--- src/rtl/icms_pkg.sv ---
// Types, constants and register codes of the spin chain Metropolis block.
package icms_pkg;

  localparam int unsigned NumSpinsDefault = 64;

  localparam int unsigned IdxW     = 6;
  localparam int unsigned CntW     = 7;
  localparam int unsigned DrawW    = 16;
  localparam int unsigned ThrW     = 17;
  localparam int unsigned RegW     = 2 * ThrW;
  localparam int unsigned NumRegs  = 5;
  localparam int unsigned CfgIdxW  = 3;
  localparam int unsigned InDataW  = 24;
  localparam int unsigned OutDataW = 16;

  // Both halves of every threshold register reset to 1.0, which always accepts.
  localparam logic [RegW-1:0] RegReset = 34'h2_0001_0000;

  typedef enum logic [CfgIdxW-1:0] {
    REG_NSUM_M1 = 3'd0,
    REG_NSUM_MH = 3'd1,
    REG_NSUM_Z  = 3'd2,
    REG_NSUM_PH = 3'd3,
    REG_NSUM_P1 = 3'd4
  } icms_reg_e;

  typedef enum logic {
    OP_LOAD  = 1'b0,
    OP_TRIAL = 1'b1
  } icms_op_e;

  typedef struct packed {
    logic take_item;
    logic rd_left;
    logic rd_right;
    logic cap_centre;
    logic cap_left;
    logic commit;
    logic clear_wr;
  } icms_cmd_t;

  typedef struct packed {
    logic slot_free;
    logic clear_last;
  } icms_sts_t;

endpackage

--- src/rtl/icms_ram.sv ---
// Generic single-write, single-read RAM with a registered read port.
module icms_ram #(
  parameter int unsigned Width = 1,
  parameter int unsigned Depth = 64,
  localparam int unsigned AddrW = (Depth > 1) ? $clog2(Depth) : 1
) (
  input  logic             clk_i,
  input  logic             we_i,
  input  logic [AddrW-1:0] waddr_i,
  input  logic [Width-1:0] wdata_i,
  input  logic [AddrW-1:0] raddr_i,
  output logic [Width-1:0] rdata_o
);

  logic [Width-1:0] mem_q [Depth];
  logic [Width-1:0] rdata_q;

  always_ff @(posedge clk_i) begin
    if (we_i) begin
      mem_q[waddr_i] <= wdata_i;
    end
    rdata_q <= mem_q[raddr_i];
  end

  assign rdata_o = rdata_q;

endmodule

--- src/rtl/icms_ctrl.sv ---
// Sequencer of the spin chain block: clearing pass, spin reads and commit.
module icms_ctrl (
  input  logic                  clk_i,
  input  logic                  rst_ni,
  input  logic                  in_valid_i,
  output logic                  in_ready_o,
  input  icms_pkg::icms_sts_t   sts_i,
  output icms_pkg::icms_cmd_t   cmd_o
);

  typedef enum logic [2:0] {
    ST_CLEAR,
    ST_IDLE,
    ST_RD_C,
    ST_RD_L,
    ST_RD_R,
    ST_EVAL
  } state_e;

  state_e state_q, state_d;

  always_ff @(posedge clk_i or negedge rst_ni) begin
    if (!rst_ni) begin
      state_q <= ST_CLEAR;
    end else begin
      state_q <= state_d;
    end
  end

  always_comb begin
    state_d = state_q;
    cmd_o   = '0;
    unique case (state_q)
      ST_CLEAR: begin
        cmd_o.clear_wr = 1'b1;
        if (sts_i.clear_last) begin
          state_d = ST_IDLE;
        end
      end
      ST_IDLE: begin
        if (in_valid_i) begin
          cmd_o.take_item = 1'b1;
          state_d         = ST_RD_C;
        end
      end
      ST_RD_C: begin
        state_d = ST_RD_L;
      end
      ST_RD_L: begin
        cmd_o.rd_left    = 1'b1;
        cmd_o.cap_centre = 1'b1;
        state_d          = ST_RD_R;
      end
      ST_RD_R: begin
        cmd_o.rd_right = 1'b1;
        cmd_o.cap_left = 1'b1;
        state_d        = ST_EVAL;
      end
      ST_EVAL: begin
        // The right neighbor stays on the read port until the result can leave.
        cmd_o.rd_right = 1'b1;
        if (sts_i.slot_free) begin
          cmd_o.commit = 1'b1;
          state_d      = ST_IDLE;
        end
      end
      default: begin
        state_d = ST_IDLE;
      end
    endcase
  end

  assign in_ready_o = (state_q == ST_IDLE);

endmodule

--- src/rtl/icms_dp.sv ---
// Datapath: spin RAM, threshold registers, acceptance test, count and result.
module icms_dp #(
  parameter int unsigned NumSpins = icms_pkg::NumSpinsDefault
) (
  input  logic                          clk_i,
  input  logic                          rst_ni,
  input  logic                          cfg_we_i,
  input  logic [icms_pkg::CfgIdxW-1:0]  cfg_idx_i,
  input  logic [icms_pkg::RegW-1:0]     cfg_data_i,
  input  logic                          in_op_i,
  input  logic [icms_pkg::IdxW-1:0]     in_idx_i,
  input  logic                          in_val_i,
  input  logic [icms_pkg::DrawW-1:0]    in_draw_i,
  input  logic                          out_ready_i,
  output logic                          out_valid_o,
  output logic                          out_accepted_o,
  output logic                          out_spin_o,
  output logic [icms_pkg::CntW-1:0]     out_count_o,
  input  icms_pkg::icms_cmd_t           cmd_i,
  output icms_pkg::icms_sts_t           sts_o
);

  localparam int unsigned AddrW   = (NumSpins > 1) ? $clog2(NumSpins) : 1;
  localparam logic [31:0] NumLim  = 32'(NumSpins);
  localparam logic [31:0] LastIdx = 32'(NumSpins - 1);

  logic [icms_pkg::RegW-1:0] regs_q [icms_pkg::NumRegs];

  icms_pkg::icms_op_e         op_q;
  logic                       val_q;
  logic [icms_pkg::DrawW-1:0] draw_q;
  logic                       range_q, first_q, last_q;
  logic [AddrW-1:0]           addr_q;
  logic                       centre_q, left_q;
  logic [AddrW-1:0]           clr_q;
  logic [icms_pkg::CntW-1:0]  count_q, count_d;

  logic                       out_valid_q;
  logic                       out_acc_q, out_spin_q;
  logic [icms_pkg::CntW-1:0]  out_count_q;

  logic [31:0]                idx_wide;
  logic [AddrW-1:0]           raddr, waddr;
  logic                       ram_we, wdata, ram_rdata;
  logic                       nb_left, nb_right;
  icms_pkg::icms_reg_e        sel;
  logic [icms_pkg::RegW-1:0]  thr_reg;
  logic [icms_pkg::ThrW-1:0]  thr;
  logic                       flip, new_spin, change;

  // Threshold registers.
  always_ff @(posedge clk_i or negedge rst_ni) begin
    if (!rst_ni) begin
      for (int i = 0; i < int'(icms_pkg::NumRegs); i++) begin
        regs_q[i] <= icms_pkg::RegReset;
      end
    end else if (cfg_we_i && (cfg_idx_i <= icms_pkg::CfgIdxW'(icms_pkg::REG_NSUM_P1))) begin
      regs_q[cfg_idx_i] <= cfg_data_i;
    end
  end

  // Request capture and the flags that describe its place in the chain.
  assign idx_wide = 32'(in_idx_i);

  always_ff @(posedge clk_i) begin
    if (cmd_i.take_item) begin
      op_q    <= icms_pkg::icms_op_e'(in_op_i);
      val_q   <= in_val_i;
      draw_q  <= in_draw_i;
      range_q <= (idx_wide < NumLim);
      first_q <= (in_idx_i == '0);
      last_q  <= (idx_wide == LastIdx);
      addr_q  <= AddrW'(idx_wide);
    end
    if (cmd_i.cap_centre) begin
      centre_q <= ram_rdata;
    end
    if (cmd_i.cap_left) begin
      left_q <= ram_rdata;
    end
  end

  always_ff @(posedge clk_i or negedge rst_ni) begin
    if (!rst_ni) begin
      clr_q <= '0;
    end else if (cmd_i.clear_wr) begin
      clr_q <= clr_q + AddrW'(1);
    end
  end

  assign raddr = cmd_i.rd_left  ? (addr_q - AddrW'(1)) :
                 cmd_i.rd_right ? (addr_q + AddrW'(1)) : addr_q;

  // Neighbor addresses may wrap at the chain ends; those reads are masked below.
  icms_ram #(
    .Width (1),
    .Depth (NumSpins)
  ) u_spin_ram (
    .clk_i   (clk_i),
    .we_i    (ram_we),
    .waddr_i (waddr),
    .wdata_i (wdata),
    .raddr_i (raddr),
    .rdata_o (ram_rdata)
  );

  assign nb_left  = first_q ? 1'b0 : left_q;
  assign nb_right = last_q  ? 1'b0 : ram_rdata;

  always_comb begin
    priority if (first_q) begin
      sel = nb_right ? icms_pkg::REG_NSUM_PH : icms_pkg::REG_NSUM_MH;
    end else if (last_q) begin
      sel = nb_left ? icms_pkg::REG_NSUM_PH : icms_pkg::REG_NSUM_MH;
    end else begin
      unique case ({nb_left, nb_right})
        2'b00:   sel = icms_pkg::REG_NSUM_M1;
        2'b11:   sel = icms_pkg::REG_NSUM_P1;
        default: sel = icms_pkg::REG_NSUM_Z;
      endcase
    end
  end

  assign thr_reg = regs_q[sel];
  assign thr     = centre_q ? thr_reg[icms_pkg::RegW-1:icms_pkg::ThrW]
                            : thr_reg[icms_pkg::ThrW-1:0];

  assign flip     = (op_q == icms_pkg::OP_TRIAL) && range_q && ({1'b0, draw_q} < thr);
  assign new_spin = (op_q == icms_pkg::OP_LOAD) ? val_q : (centre_q ^ flip);
  assign change   = range_q && (new_spin != centre_q);

  always_comb begin
    count_d = count_q;
    if (change) begin
      count_d = new_spin ? (count_q + icms_pkg::CntW'(1)) : (count_q - icms_pkg::CntW'(1));
    end
  end

  assign ram_we = cmd_i.clear_wr || (cmd_i.commit && change);
  assign waddr  = cmd_i.clear_wr ? clr_q : addr_q;
  assign wdata  = cmd_i.clear_wr ? 1'b0 : new_spin;

  always_ff @(posedge clk_i or negedge rst_ni) begin
    if (!rst_ni) begin
      count_q     <= '0;
      out_valid_q <= 1'b0;
    end else begin
      if (cmd_i.commit) begin
        count_q     <= count_d;
        out_valid_q <= 1'b1;
      end else if (out_ready_i) begin
        out_valid_q <= 1'b0;
      end
    end
  end

  always_ff @(posedge clk_i) begin
    if (cmd_i.commit) begin
      out_acc_q   <= flip;
      out_spin_q  <= range_q ? new_spin : 1'b0;
      out_count_q <= count_d;
    end
  end

  assign out_valid_o    = out_valid_q;
  assign out_accepted_o = out_acc_q;
  assign out_spin_o     = out_spin_q;
  assign out_count_o    = out_count_q;

  assign sts_o.slot_free  = !out_valid_q || out_ready_i;
  assign sts_o.clear_last = (clr_q == AddrW'(LastIdx));

endmodule

--- src/rtl/ising_chain_metropolis_step_top.sv ---
// Top level of the open-chain Ising Metropolis step block.
//
//  Channel  | Direction | tdata (low bit up)                          | tuser
//  s_axis   | in        | spin_index[5:0] spin_value random_draw[15:0] | operation
//  m_axis   | out       | accepted spin_after up_count[6:0]            | -
//  cfg      | in        | write enable, register index, 34-bit data    | -
//
// A request runs ST_RD_C, ST_RD_L, ST_RD_R, ST_EVAL before the next acceptance:
// the spin RAM has one read port, so the centre and both neighbors are read in turn.
// The result register lets a new request in while the last result waits.
// After reset the RAM is cleared one spin per cycle, all NumSpins spins, with
// s_axis_tready low. A stalled result holds the block in its final step.
module ising_chain_metropolis_step_top #(
  parameter int unsigned NumSpins = icms_pkg::NumSpinsDefault
) (
  input  logic                          clk_i,
  input  logic                          rst_ni,
  input  logic                          cfg_we_i,
  input  logic [icms_pkg::CfgIdxW-1:0]  cfg_idx_i,
  input  logic [icms_pkg::RegW-1:0]     cfg_data_i,
  input  logic                          s_axis_tvalid,
  output logic                          s_axis_tready,
  // spin_index [5:0], spin_value [6], random_draw [22:7], zero [23]
  input  logic [icms_pkg::InDataW-1:0]  s_axis_tdata,
  // operation [0]
  input  logic                          s_axis_tuser,
  output logic                          m_axis_tvalid,
  input  logic                          m_axis_tready,
  // accepted [0], spin_after [1], up_count [8:2], zero [15:9]
  output logic [icms_pkg::OutDataW-1:0] m_axis_tdata
);

  localparam int unsigned PadW = icms_pkg::OutDataW - icms_pkg::CntW - 2;

  icms_pkg::icms_cmd_t       cmd;
  icms_pkg::icms_sts_t       sts;
  logic                      out_acc, out_spin;
  logic [icms_pkg::CntW-1:0] out_count;

  icms_ctrl u_ctrl (
    .clk_i      (clk_i),
    .rst_ni     (rst_ni),
    .in_valid_i (s_axis_tvalid),
    .in_ready_o (s_axis_tready),
    .sts_i      (sts),
    .cmd_o      (cmd)
  );

  icms_dp #(
    .NumSpins (NumSpins)
  ) u_dp (
    .clk_i          (clk_i),
    .rst_ni         (rst_ni),
    .cfg_we_i       (cfg_we_i),
    .cfg_idx_i      (cfg_idx_i),
    .cfg_data_i     (cfg_data_i),
    .in_op_i        (s_axis_tuser),
    .in_idx_i       (s_axis_tdata[5:0]),
    .in_val_i       (s_axis_tdata[6]),
    .in_draw_i      (s_axis_tdata[22:7]),
    .out_ready_i    (m_axis_tready),
    .out_valid_o    (m_axis_tvalid),
    .out_accepted_o (out_acc),
    .out_spin_o     (out_spin),
    .out_count_o    (out_count),
    .cmd_i          (cmd),
    .sts_o          (sts)
  );

  assign m_axis_tdata = {PadW'(0), out_count, out_spin, out_acc};

endmodule

--- config.mk ---
export PLATFORM = sky130hd
export DESIGN_NAME = ising_chain_metropolis_step_top
export DESIGN_NICKNAME = d
export VERILOG_FILES = /design/src/rtl/icms_pkg.sv /design/src/rtl/icms_ram.sv /design/src/rtl/icms_ctrl.sv /design/src/rtl/icms_dp.sv /design/src/rtl/ising_chain_metropolis_step_top.sv
export SDC_FILE = /design/constraint.sdc
export NUM_CORES = 1
export LEC_CHECK = 0
export ABC_AREA = 1
export BUFFER_PORTS_ARGS = -buffer_cell sky130_fd_sc_hd__buf_2
export CAP_MARGIN = 20
export CORE_MARGIN = 1.5
export CORE_UTILIZATION = 35
export CTS_CLUSTER_DIAMETER = 150
export DETAILED_ROUTE_END_ITERATION = 6
export SLEW_MARGIN = 20
export SYNTH_ARGS = -nofsm -noshare
export SYNTH_HDL_FRONTEND = slang
export SYNTH_SLANG_ARGS = --single-unit
--- constraint.sdc ---
create_clock -name clk_i -period 5.6 [get_ports clk_i]
set_clock_uncertainty 0.05 [all_clocks]
set_input_delay 0.56 -clock clk_i [delete_from_list [all_inputs] [get_ports clk_i]]
set_output_delay 0.56 -clock clk_i [all_outputs]
set_load 0.01 [all_outputs]
==> flow_metrics.tcl, run 1 <==
set metrics [dict create \
    synth_top_family_by_area "simple AND/OR/NAND/NOR gates" \
    boundaryPins 85 \
    clockRootBuffer "sky130_fd_sc_hd__clkbuf_16" \
    grt-ovfl-total 0 \
    wire_length_after_detailed_routing_mm 35.3 \
    crit_path_top_delay_cell "sky130_fd_sc_hd__edfxtp_1" \
    setup_violations 0 \
    ys_seq_elements 289 \
    ys_dominant_reg_cell "sky130_fd_sc_hd__dfrtp_1" \
    finalCritPeriodShare_pct 91.9 \
    synth_compound_area_share_pct 14.5 \
    global_route_wire_length_before_repair_mm 55.8 \
    clock-sinks 289 \
    post_drt_via_cell_ratio 5.05 \
    ff_latch_area_mm2 0.00774 \
    core_mm2 0.0378 \
    gp_congestion 0.800 \
    total_area_of_multi_input_combinational_cells_mm2 0.00502 \
    setup-tns-final_ns 0 \
    ir_drop_mv 0.220 \
    synth_simple_gate_area_share_pct 18.9 \
    finish.cell_count_without_fillers 2090 \
    track_usage_pct 18.0 \
    failed_checks "negative hold slack" \
    drc_violations_left 0 \
    cell_int_power_w 0.00479 \
    via_count_of_the_first_global_routing_pass 10098 \
    layout-area-overhead-vs-synth_pct 15.7 \
    timing.slew.headroom_pct 29.0 \
    grt_antenna_before_repair 0 \
    h-tree-depth 2 \
    clockBufferDepth 3 \
    n_antenna_cell 0 \
    maximum_fanout_along_the_worst_path 31 \
    fillerInstances 3764 \
    clock.fmax_ghz 0.194 \
    wl_per_cell_um 16.9 \
    critical_path.startpoint_type "register" \
    synthDistinctLibCells 46 \
    clockPowerShare_pct 29.5 \
    maxCapViolCount 0 \
    cp-end-kind "register" \
    synthArstFlopShare_pct 64.7 \
    synth-xor-area-share_pct 0.905 \
    ant_nets 0 \
    netlist_area_pre_place_mm2 0.0135 \
    clkTransAtPathRegs_ns 0.06 \
    clock_latency_ns 0.54 \
    seq_area_frac_synth_pct 57.2 \
    die_h_um 200 \
    finalNetCount 1645 \
    synth-adder-area-share_pct 2.36 \
    crit_arrival_ns 5.37 \
    netlist_instances 1493 \
    timing.final.max_slew_violations 0 \
    cts_buffers 34 \
    placement_rows 71 \
    sequentialPowerShare_pct 38.3 \
    drtIter0Drc 720 \
    finalHoldWorstSlack_ns -0.0190 \
    grt_setup_unrepaired "no" \
    io_buffers 76 \
    synth.largest_area_cell "sky130_fd_sc_hd__dfrtp_1" \
    tritoncts "done" \
    outcome "finished, violations left" \
    setup.worst_path.class "reg -> reg" \
    floorplan.initialDensity_pct 35.8 \
    maximum_number_of_pins_on_one_net_before_global_route_repair 87 \
    power.switching_w 0.00274 \
    netSwitchingFraction_pct 36.4 \
    worst_ep_required_time_ns 5.82 \
    period_needed_ns 5.15 \
    ys_top_cells_by_area "sky130_fd_sc_hd__dfrtp_1 33%, sky130_fd_sc_hd__edfxtp_1 22%, sky130_fd_sc_hd__o21ai_0 9.2%" \
    syn_avg_cell_area_um2 9.07 \
    hold_path_class "in -> async" \
    synth-edff-count 101 \
    die_x_um 200 \
    routed-via-count 10546 \
    leakage_nw 6.85 \
    dp_hpwl_mm 22.2 \
    yosys_warning_total 0 \
    final_area_mm2 0.0157 \
    layout-drive-gt1-share_pct 13.2 \
    power_per_cell_area_mw_per_mm2 481 \
    placed_cells 2026 \
    synth_commonest_cells "303 x sky130_fd_sc_hd__nand2_1, 249 x sky130_fd_sc_hd__o21ai_0, 177 x sky130_fd_sc_hd__dfrtp_1" \
    worst_pin_slew_ns 1.06 \
    multiplexer_fraction_of_the_synthesized_cell_area_pct 0 \
    comb_pwr_share_pct 32.1 \
    die_area_mm2 0.0399 \
    final_count_of_hold_timing_violations 5 \
    placement.cell_area_mm2 0.0145 \
    ctsHoldBuffers 0 \
    critical_path.max_stage_delay_ns 0.46 \
    synthMostInstantiatedCell "sky130_fd_sc_hd__nand2_1" \
    synth.top_cell.area_share_pct 32.7 \
    drt-pass1-iter-count 6 \
]
==> worst paths after layout <==
path	from	endpoint	slack (ns)	depth (start not counted)
max in group asynchronous	rst_ni	u_dp.regs_q[134]	4.28	2
worst min-delay path	rst_ni	u_dp.regs_q[94]	-0.02	1
min in group clk_i	s_axis_tdata[10]	u_dp.draw_q[3]	0.16	1
worst min register to register	u_dp.clr_q[3]	u_dp.clr_q[3]	0.42	1
worst max-delay path	u_dp.last_q	u_dp.out_count_o[6]	0.45	28
worst max register to register	u_dp.last_q	u_dp.out_count_o[6]	0.45	28
==> per-stage QoR <==
step	utilization [%]	setup WS, ns	power (W)
6_report	41.4	0.454	0.00754
5_1_grt	41.4	0.0229	0.00802
4_1_cts	41.3	0.349	0.00758
3_5_place_dp	38.3	0.409	0.00533
3_3_place_gp	38.3	0.511	0.00524
2_1_floorplan	-	0.533	0.00456
==> flip-flops by register name, indices dropped and copies added, names as in the netlist, 3 cells and up <==
signal / count
u_dp.count_q: 7
u_dp.out_count_o: 7
u_dp.draw_q: 16
u_dp.clr_q: 6
u_dp.addr_q: 6
u_ctrl.state_q: 3
u_dp.regs_q: 170
u_dp.u_spin_ram.mem_q: 64
==> power by group through the flow <==
stage / logic, W / clock network, W / registers, W
after floorplan: 0.00167 / 0 / 0.00288
after global placement: 0.00233 / 0 / 0.00292
after detailed placement: 0.00241 / 0 / 0.00292
after CTS: 0.00242 / 0.00228 / 0.00289
after global routing: 0.00274 / 0.00235 / 0.00293
final: 0.00242 / 0.00223 / 0.00289
==> critical path: cells and delay by family, from the launching register on <==
kind	cells	cell delay [ns]
adders and majority gates	3	0.94
and+or+nand+nor	14	1.66
AOI/OAI and AO/OA	6	1.00
DFF	1	0.46
buffers and inverters	5	0.78
==> layer usage <==
layer / wire, µm / track usage [%] / vias up
li1: - / - / 5137
met1: 16200 / 25.0 / 5056
met2: 16000 / 28.3 / 288
met3: 1880 / 2.57 / 65
met4: 1220 / 7.02 / 0
met5: 0 / 0 / -
==> logic make-up after synthesis <==
group,count (synthesis)
other,1
AND/OR/NAND/NOR,601
XOR/XNOR,14
buffers and inverters,211
AO/OA/AOI/OAI,352
flip-flops,289
adder cells (fa/ha/maj),25
==> cell usage in the layout, fill, tap and decap left out, types with 7 or more instances in the layout <==
cell type	instances
sky130_fd_sc_hd__nand3_1	68
sky130_fd_sc_hd__nor2_2	9
sky130_fd_sc_hd__o22ai_1	22
sky130_fd_sc_hd__o211ai_1	12
sky130_fd_sc_hd__o21ai_0	248
sky130_fd_sc_hd__buf_2	75
sky130_fd_sc_hd__ha_1	24
sky130_fd_sc_hd__nand2_2	8
sky130_fd_sc_hd__clkbuf_1	9
sky130_fd_sc_hd__a32o_1	14
sky130_fd_sc_hd__nor3_1	7
sky130_fd_sc_hd__conb_1	7
sky130_fd_sc_hd__dfstp_2	10
sky130_fd_sc_hd__clkinv_2	7
sky130_fd_sc_hd__xor2_1	13
sky130_fd_sc_hd__dfrtp_1	177
sky130_fd_sc_hd__inv_1	124
sky130_fd_sc_hd__nand4_1	24
sky130_fd_sc_hd__nand2_1	299
sky130_fd_sc_hd__or2_2	7
sky130_fd_sc_hd__buf_4	22
sky130_fd_sc_hd__a31oi_1	7
sky130_fd_sc_hd__a21oi_1	31
sky130_fd_sc_hd__edfxtp_1	101
sky130_fd_sc_hd__nor2_1	161
sky130_fd_sc_hd__nand2_4	9
sky130_fd_sc_hd__clkbuf_16	36
==> layout make-up <==
type / count / area share, %
Inverter: 126 / 3.02
Timing Repair Buffer: 103 / 4.22
Clock inverter: 14 / 0.990
Multi-Input combinational cell: 999 / 32.0
Clock buffer: 48 / 6.23
Sequential cell: 289 / 49.4
Tap cell: 511 / 4.08
==> what timing repair did <==
item,in CTS,in global routing
endpoints found under the setup margin,0,2
setup buffers,0,2
gates resized for setup,0,1
Note: power is estimated with default switching activity, not from simulation.
==> inputs of run 2 (changes only) <==
--- a/config.mk
+++ b/config.mk
@@ -8,7 +8,7 @@
 export ABC_AREA = 1
 export BUFFER_PORTS_ARGS = -buffer_cell sky130_fd_sc_hd__buf_2
 export CAP_MARGIN = 20
-export CORE_MARGIN = 1.5
+export CORE_MARGIN = 2
 export CORE_UTILIZATION = 35
 export CTS_CLUSTER_DIAMETER = 150
 export DETAILED_ROUTE_END_ITERATION = 6
==> run 2 against run 1 <==
  * The flow now finishes without violations
  * Via count fell by 0.56%
  * Critical path depth rose by 2
  * Clock power rose by 2%
  * Flip-flop and latch count did not move
  * Largest cell class unchanged
  * Largest power group unchanged
==> flow_metrics.tcl, run 2 (synthesis results as in run 1) <==
set metrics [dict create \
    setup-tns-final_ns 0 \
    clock.fmax_ghz 0.197 \
    layout.cells.most_common "sky130_fd_sc_hd__nand2_1" \
    via_count_of_the_first_global_routing_pass 10304 \
    grt-ovfl-total 0 \
    die_area_mm2 0.0403 \
    period_needed_ns 5.07 \
    setup.worst_path.class "reg -> reg" \
    track_usage_pct 17.8 \
    maximum_number_of_pins_on_one_net_before_global_route_repair 76 \
    largest_register_ffs 170 \
    wire_length_after_detailed_routing_mm 35.4 \
    outcome "complete, no violations" \
    drt-pass1-iter-count 6 \
    worst-path-buf-inv 4 \
    mostFrequentLayoutCells "299 x sky130_fd_sc_hd__nand2_1, 247 x sky130_fd_sc_hd__o21ai_0, 177 x sky130_fd_sc_hd__dfrtp_1" \
    maxCapViolCount 0 \
    drtIter0Drc 778 \
    placement.cell_area_mm2 0.0145 \
    layout-drive-gt1-share_pct 13.0 \
    timing.slew.headroom_pct 26.2 \
    power_per_cell_area_mw_per_mm2 482 \
    post_cts.repair.setup_buffers 0 \
    clockRootBuffer "sky130_fd_sc_hd__clkbuf_16" \
    boundaryPins 85 \
    grt_setup_unrepaired "no" \
    post_drt_via_cell_ratio 5.00 \
    io_buffers 76 \
    biggest_register "u_dp.regs_q" \
    setup_violations 0 \
    final_area_mm2 0.0157 \
    placement_rows 72 \
    clockBufferDepth 3 \
    clock_latency_ns 0.54 \
    gp_congestion 0.805 \
    tritoncts "done" \
    grt_antenna_before_repair 1 \
    die_x_um 201 \
    timing.final.max_slew_violations 0 \
    hold_path_class "in -> reg" \
    floorplan.initialDensity_pct 35.2 \
    crit_path_top_delay_cell "sky130_fd_sc_hd__edfxtp_1" \
    wl_per_cell_um 16.9 \
    reg.largest.list "u_dp.regs_q x170, u_dp.u_spin_ram.mem_q x64, u_dp.draw_q x16" \
    crit_arrival_ns 5.30 \
    critical_path.startpoint_type "register" \
    critical_path.max_stage_delay_ns 0.48 \
    core_mm2 0.0385 \
    critical-path-top-cell-by-count "sky130_fd_sc_hd__nand2_1" \
    clkTransAtPathRegs_ns 0.06 \
    die_h_um 201 \
    clock-sinks 289 \
    final_count_of_hold_timing_violations 0 \
    worst_pin_slew_ns 1.10 \
    worst_ep_required_time_ns 5.83 \
    ir_drop_mv 0.265 \
    critical_path.top_delay_family "simple AND/OR/NAND/NOR gates" \
    ant_nets 0 \
    cts_buffers 35 \
    leakage_nw 6.86 \
    finalNetCount 1645 \
    postLayoutCoreUtil_pct 40.8 \
    cp-end-kind "register" \
    dp_hpwl_mm 21.8 \
    routed-via-count 10487 \
    finalCritPeriodShare_pct 90.6 \
    layout-area-overhead-vs-synth_pct 15.8 \
    h-tree-depth 2 \
    drc_violations_left 0 \
    global_route_wire_length_before_repair_mm 57.0 \
    maximum_fanout_along_the_worst_path 14 \
    n_antenna_cell 0 \
]
run 2: cell count changes in the layout (fill, tap and decap cells not counted), moves of 2 or more:
cell,change
sky130_fd_sc_hd__clkbuf_1,+2
sky130_fd_sc_hd__clkinv_2,-2
sky130_fd_sc_hd__clkbuf_8,+2
sky130_fd_sc_hd__buf_4,-2
run 2: through the flow:
| step | std cells | total power [W] | setup slack (ns) | hold WS, ns |
|---|---|---|---|---|
| 2_1_floorplan | 1499 | 0.00456 | 0.533 | 0.214 |
| 3_3_place_gp | 2032 | 0.00525 | 0.439 | 0.408 |
| 3_5_place_dp | 2033 | 0.00532 | 0.437 | 0.408 |
| 4_1_cts | 2097 | 0.00763 | 0.436 | 0.111 |
| 5_1_grt | 2097 | 0.00807 | 0.0357 | 0.126 |
| 6_report | 2097 | 0.00756 | 0.527 | 0.143 |
run 2: where the power goes:
group | switching (W) | internal [W] | leakage (nW)
registers | 0.000207 | 0.00269 | 3.26
clock network | 0.000899 | 0.00137 | 0.566
logic | 0.00162 | 0.000772 | 3.03
total | 0.00272 | 0.00483 | 6.86
run 2: routing by layer:
metal,vias to the layer above,wire [µm],global-route usage [%]
li1,5130,-,-
met1,5012,16200,24.3
met2,281,16100,28.8
met3,62,1930,2.89
met4,2,1110,6.75
met5,-,10,0
run 2: layout make-up:
cell class | count | area [µm²]
multi-input cells | 999 | 5020
clock buffers | 53 | 1040
repair buffers | 102 | 649
inverters | 126 | 473
well taps | 518 | 648
fillers | 3799 | 22800
flip-flops and latches | 289 | 7740
clock inverters | 10 | 114
run 2: path summary, 6_finish.rpt:
kind                                        from             endpoint  slack [ns]  depth (start not counted)
worst min register to register     u_dp.clr_q[3]        u_dp.clr_q[3]        0.42                          1
min in group asynchronous                 rst_ni     u_dp.regs_q[128]        0.53                          2
worst max-delay path                 u_dp.last_q  u_dp.out_count_o[5]        0.53                         30
max in group asynchronous                 rst_ni      u_dp.regs_q[70]        3.66                          3
worst min-delay path            s_axis_tdata[17]      u_dp.draw_q[10]        0.14                          1
worst max register to register       u_dp.last_q  u_dp.out_count_o[5]        0.53                         30
run 2: timing repair:
item / 4_1_cts / 5_1_grt
hold endpoints to repair: 3 / 0
hold buffers: 1 / 0
resized for setup: 0 / 1
setup endpoints to repair: 0 / 1
==> inputs of run 3 (changes only) <==
--- a/config.mk
+++ b/config.mk
@@ -10,6 +10,7 @@
 export CAP_MARGIN = 20
 export CORE_MARGIN = 2
 export CORE_UTILIZATION = 35
+export CTS_BUF_LIST = sky130_fd_sc_hd__clkbuf_8 sky130_fd_sc_hd__clkbuf_16
 export CTS_CLUSTER_DIAMETER = 150
 export DETAILED_ROUTE_END_ITERATION = 6
 export SLEW_MARGIN = 20
==> constraint.sdc (replaced) <==
create_clock -name clk_i -period 5.6 [get_ports clk_i]
set_clock_uncertainty 0.05 [all_clocks]
set_input_delay 0.56 -clock clk_i [delete_from_list [all_inputs] [get_ports clk_i]]
set_output_delay 0.56 -clock clk_i [all_outputs]
set_load 0.1 [all_outputs]
==> run 3 against run 2 <==
  * Register-to-register slack about the same
  * Maximum frequency about the same
  * Via count increased by 0.89%
  * Sequential power about the same
  * Worst hold slack got worse by 0.0020 ns
  * First-iteration DRC count increased by 2.1%
  * Final area unchanged
  * Final cell count unchanged
  * Sequential share of layout area unchanged
  * Combinational power increased by 5%
  * Global-route usage unchanged
  * Critical path depth unchanged
==> flow_metrics.tcl, run 3 (synthesis results as in run 1) <==
set metrics [dict create \
    layout-area-overhead-vs-synth_pct 15.8 \
    placed_cells 2033 \
    largest_register_ffs 170 \
    leakage_nw 6.90 \
    clock-sinks 289 \
    post_cts.repair.setup_buffers 0 \
    wire_length_after_detailed_routing_mm 35.4 \
    global_route_wire_length_before_repair_mm 57.0 \
    timing.final.max_slew_violations 0 \
    die_x_um 201 \
    grt-ovfl-total 0 \
    tritoncts "done" \
    boundaryPins 85 \
    worst_pin_slew_ns 1.10 \
    clockRootBuffer "sky130_fd_sc_hd__clkbuf_16" \
    routed-via-count 10580 \
    crit_arrival_ns 5.31 \
    drc_violations_left 0 \
    period_needed_ns 5.08 \
    clock_latency_ns 0.54 \
    crit_path_top_delay_cell "sky130_fd_sc_hd__edfxtp_1" \
    layout.cells.most_common "sky130_fd_sc_hd__nand2_1" \
    n_antenna_cell 0 \
    grt_antenna_before_repair 1 \
    worst_ep_required_time_ns 5.83 \
    setup_ws_post_layout_ns 0.522 \
    critical_path.max_stage_delay_ns 0.48 \
    critical_path.startpoint_type "register" \
    via_count_of_the_first_global_routing_pass 10304 \
    core_mm2 0.0385 \
    setup-tns-final_ns 0 \
    cp-end-kind "register" \
    maximum_fanout_along_the_worst_path 14 \
    drtIter0Drc 794 \
    mostFrequentLayoutCells "299 x sky130_fd_sc_hd__nand2_1, 247 x sky130_fd_sc_hd__o21ai_0, 177 x sky130_fd_sc_hd__dfrtp_1" \
    finalCritPeriodShare_pct 90.7 \
    maxCapViolCount 0 \
    drt-pass1-iter-count 5 \
    worst-path-buf-inv 4 \
    io_buffers 76 \
    gp_congestion 0.805 \
    timing.slew.headroom_pct 26.0 \
    h-tree-depth 2 \
    ir_drop_mv 0.265 \
    clkTransAtPathRegs_ns 0.06 \
    setup.worst_path.class "reg -> reg" \
    die_area_mm2 0.0403 \
    power_per_cell_area_mw_per_mm2 489 \
    ant_nets 0 \
    biggest_register "u_dp.regs_q" \
    floorplan.initialDensity_pct 35.2 \
    setup_violations 0 \
    outcome "complete, no violations" \
    track_usage_pct 17.8 \
    hold_path_class "in -> reg" \
    placement_rows 72 \
    critical-path-top-cell-by-count "sky130_fd_sc_hd__nand2_1" \
    final_count_of_hold_timing_violations 0 \
    dp_hpwl_mm 21.8 \
    die_h_um 201 \
    reg.largest.list "u_dp.regs_q x170, u_dp.u_spin_ram.mem_q x64, u_dp.draw_q x16" \
    fillerInstances 3799 \
    finalNetCount 1645 \
    wl_per_cell_um 16.9 \
    finish.cell_count_without_fillers 2097 \
    layout-drive-gt1-share_pct 13.0 \
    preCtsSetupSlack_ns 0.437 \
    clockBufferDepth 3 \
    maximum_number_of_pins_on_one_net_before_global_route_repair 76 \
    clock.fmax_ghz 0.197 \
    post_drt_via_cell_ratio 5.05 \
    cts_buffers 35 \
    critical_path.top_delay_family "simple AND/OR/NAND/NOR gates" \
    grt_setup_unrepaired "no" \
    finalHoldWorstSlack_ns 0.141 \
]
## run 3: cell types whose count changed in the layout (fill, tap and decap cells not counted)
cell | previous run | this run
sky130_fd_sc_hd__inv_1 | 124 | 135
sky130_fd_sc_hd__clkbuf_1 | 11 | 0
## run 3: path summary, 6_finish.rpt
kind,start,slack (ns),cells past startpoint,to
max,u_dp.last_q,0.52,30,u_dp.out_count_o[5]
min,s_axis_tdata[17],0.14,1,u_dp.draw_q[10]
max reg2reg,u_dp.last_q,0.52,30,u_dp.out_count_o[5]
min reg2reg,u_dp.clr_q[3],0.42,1,u_dp.clr_q[3]
max in group asynchronous,rst_ni,3.67,3,u_dp.regs_q[70]
min in group asynchronous,rst_ni,0.54,2,u_dp.regs_q[128]
## run 3: per-layer routing
layer	share of wire, %	track usage [%]	up-vias
li1	-	-	5133
met1	46	24.3	5103
met2	46	28.8	278
met3	5.2	2.89	64
met4	3.2	6.75	2
met5	0.028	0	-
## run 3: per-stage QoR
step	total power, W	utilization, %	instance area (µm²)
6_report	0.00766	40.8	15700
2_1_floorplan	0.00468	-	13600
5_1_grt	0.00818	40.8	15700
3_3_place_gp	0.00538	37.7	14500
4_1_cts	0.00773	40.8	15700
3_5_place_dp	0.00545	37.8	14500
## run 3: worst register-to-register path: cells and delay by family (launching register included)
| kind | cells | cell delay, ns |
|---|---|---|
| flip-flops | 1 | 0.48 |
| buffers and inverters | 4 | 0.65 |
| AO/OA/AOI/OAI | 7 | 1.06 |
| XOR/XNOR | 1 | 0.16 |
| AND/OR/NAND/NOR | 15 | 1.57 |
| adder cells (fa/ha/maj) | 3 | 0.85 |
## run 3: layout make-up
| class | instances | area [µm²] | area share (%) |
|---|---|---|---|
| sequential | 289 | 7740 | 49.4 |
| multi-input combinational | 999 | 5020 | 32.0 |
| clock buffer | 42 | 995 | 6.34 |
| timing repair buffer | 102 | 649 | 4.14 |
| tap | 518 | 648 | 4.13 |
| inverter | 126 | 473 | 3.02 |
| clock inverter | 21 | 155 | 0.989 |
## run 3: repair_timing
action / 4_1_cts / 5_1_grt
endpoints found under the setup margin: 0 / 1
endpoints found under the hold margin: 3 / 0
hold buffers: 1 / 0
resized for setup: 0 / 1
## run 3: report_power, final
part,total (W),switching (W),internal [W]
combinational,0.00252,0.00174,0.000772
sequential,0.00289,0.000207,0.00269
clock,0.00225,0.000901,0.00135
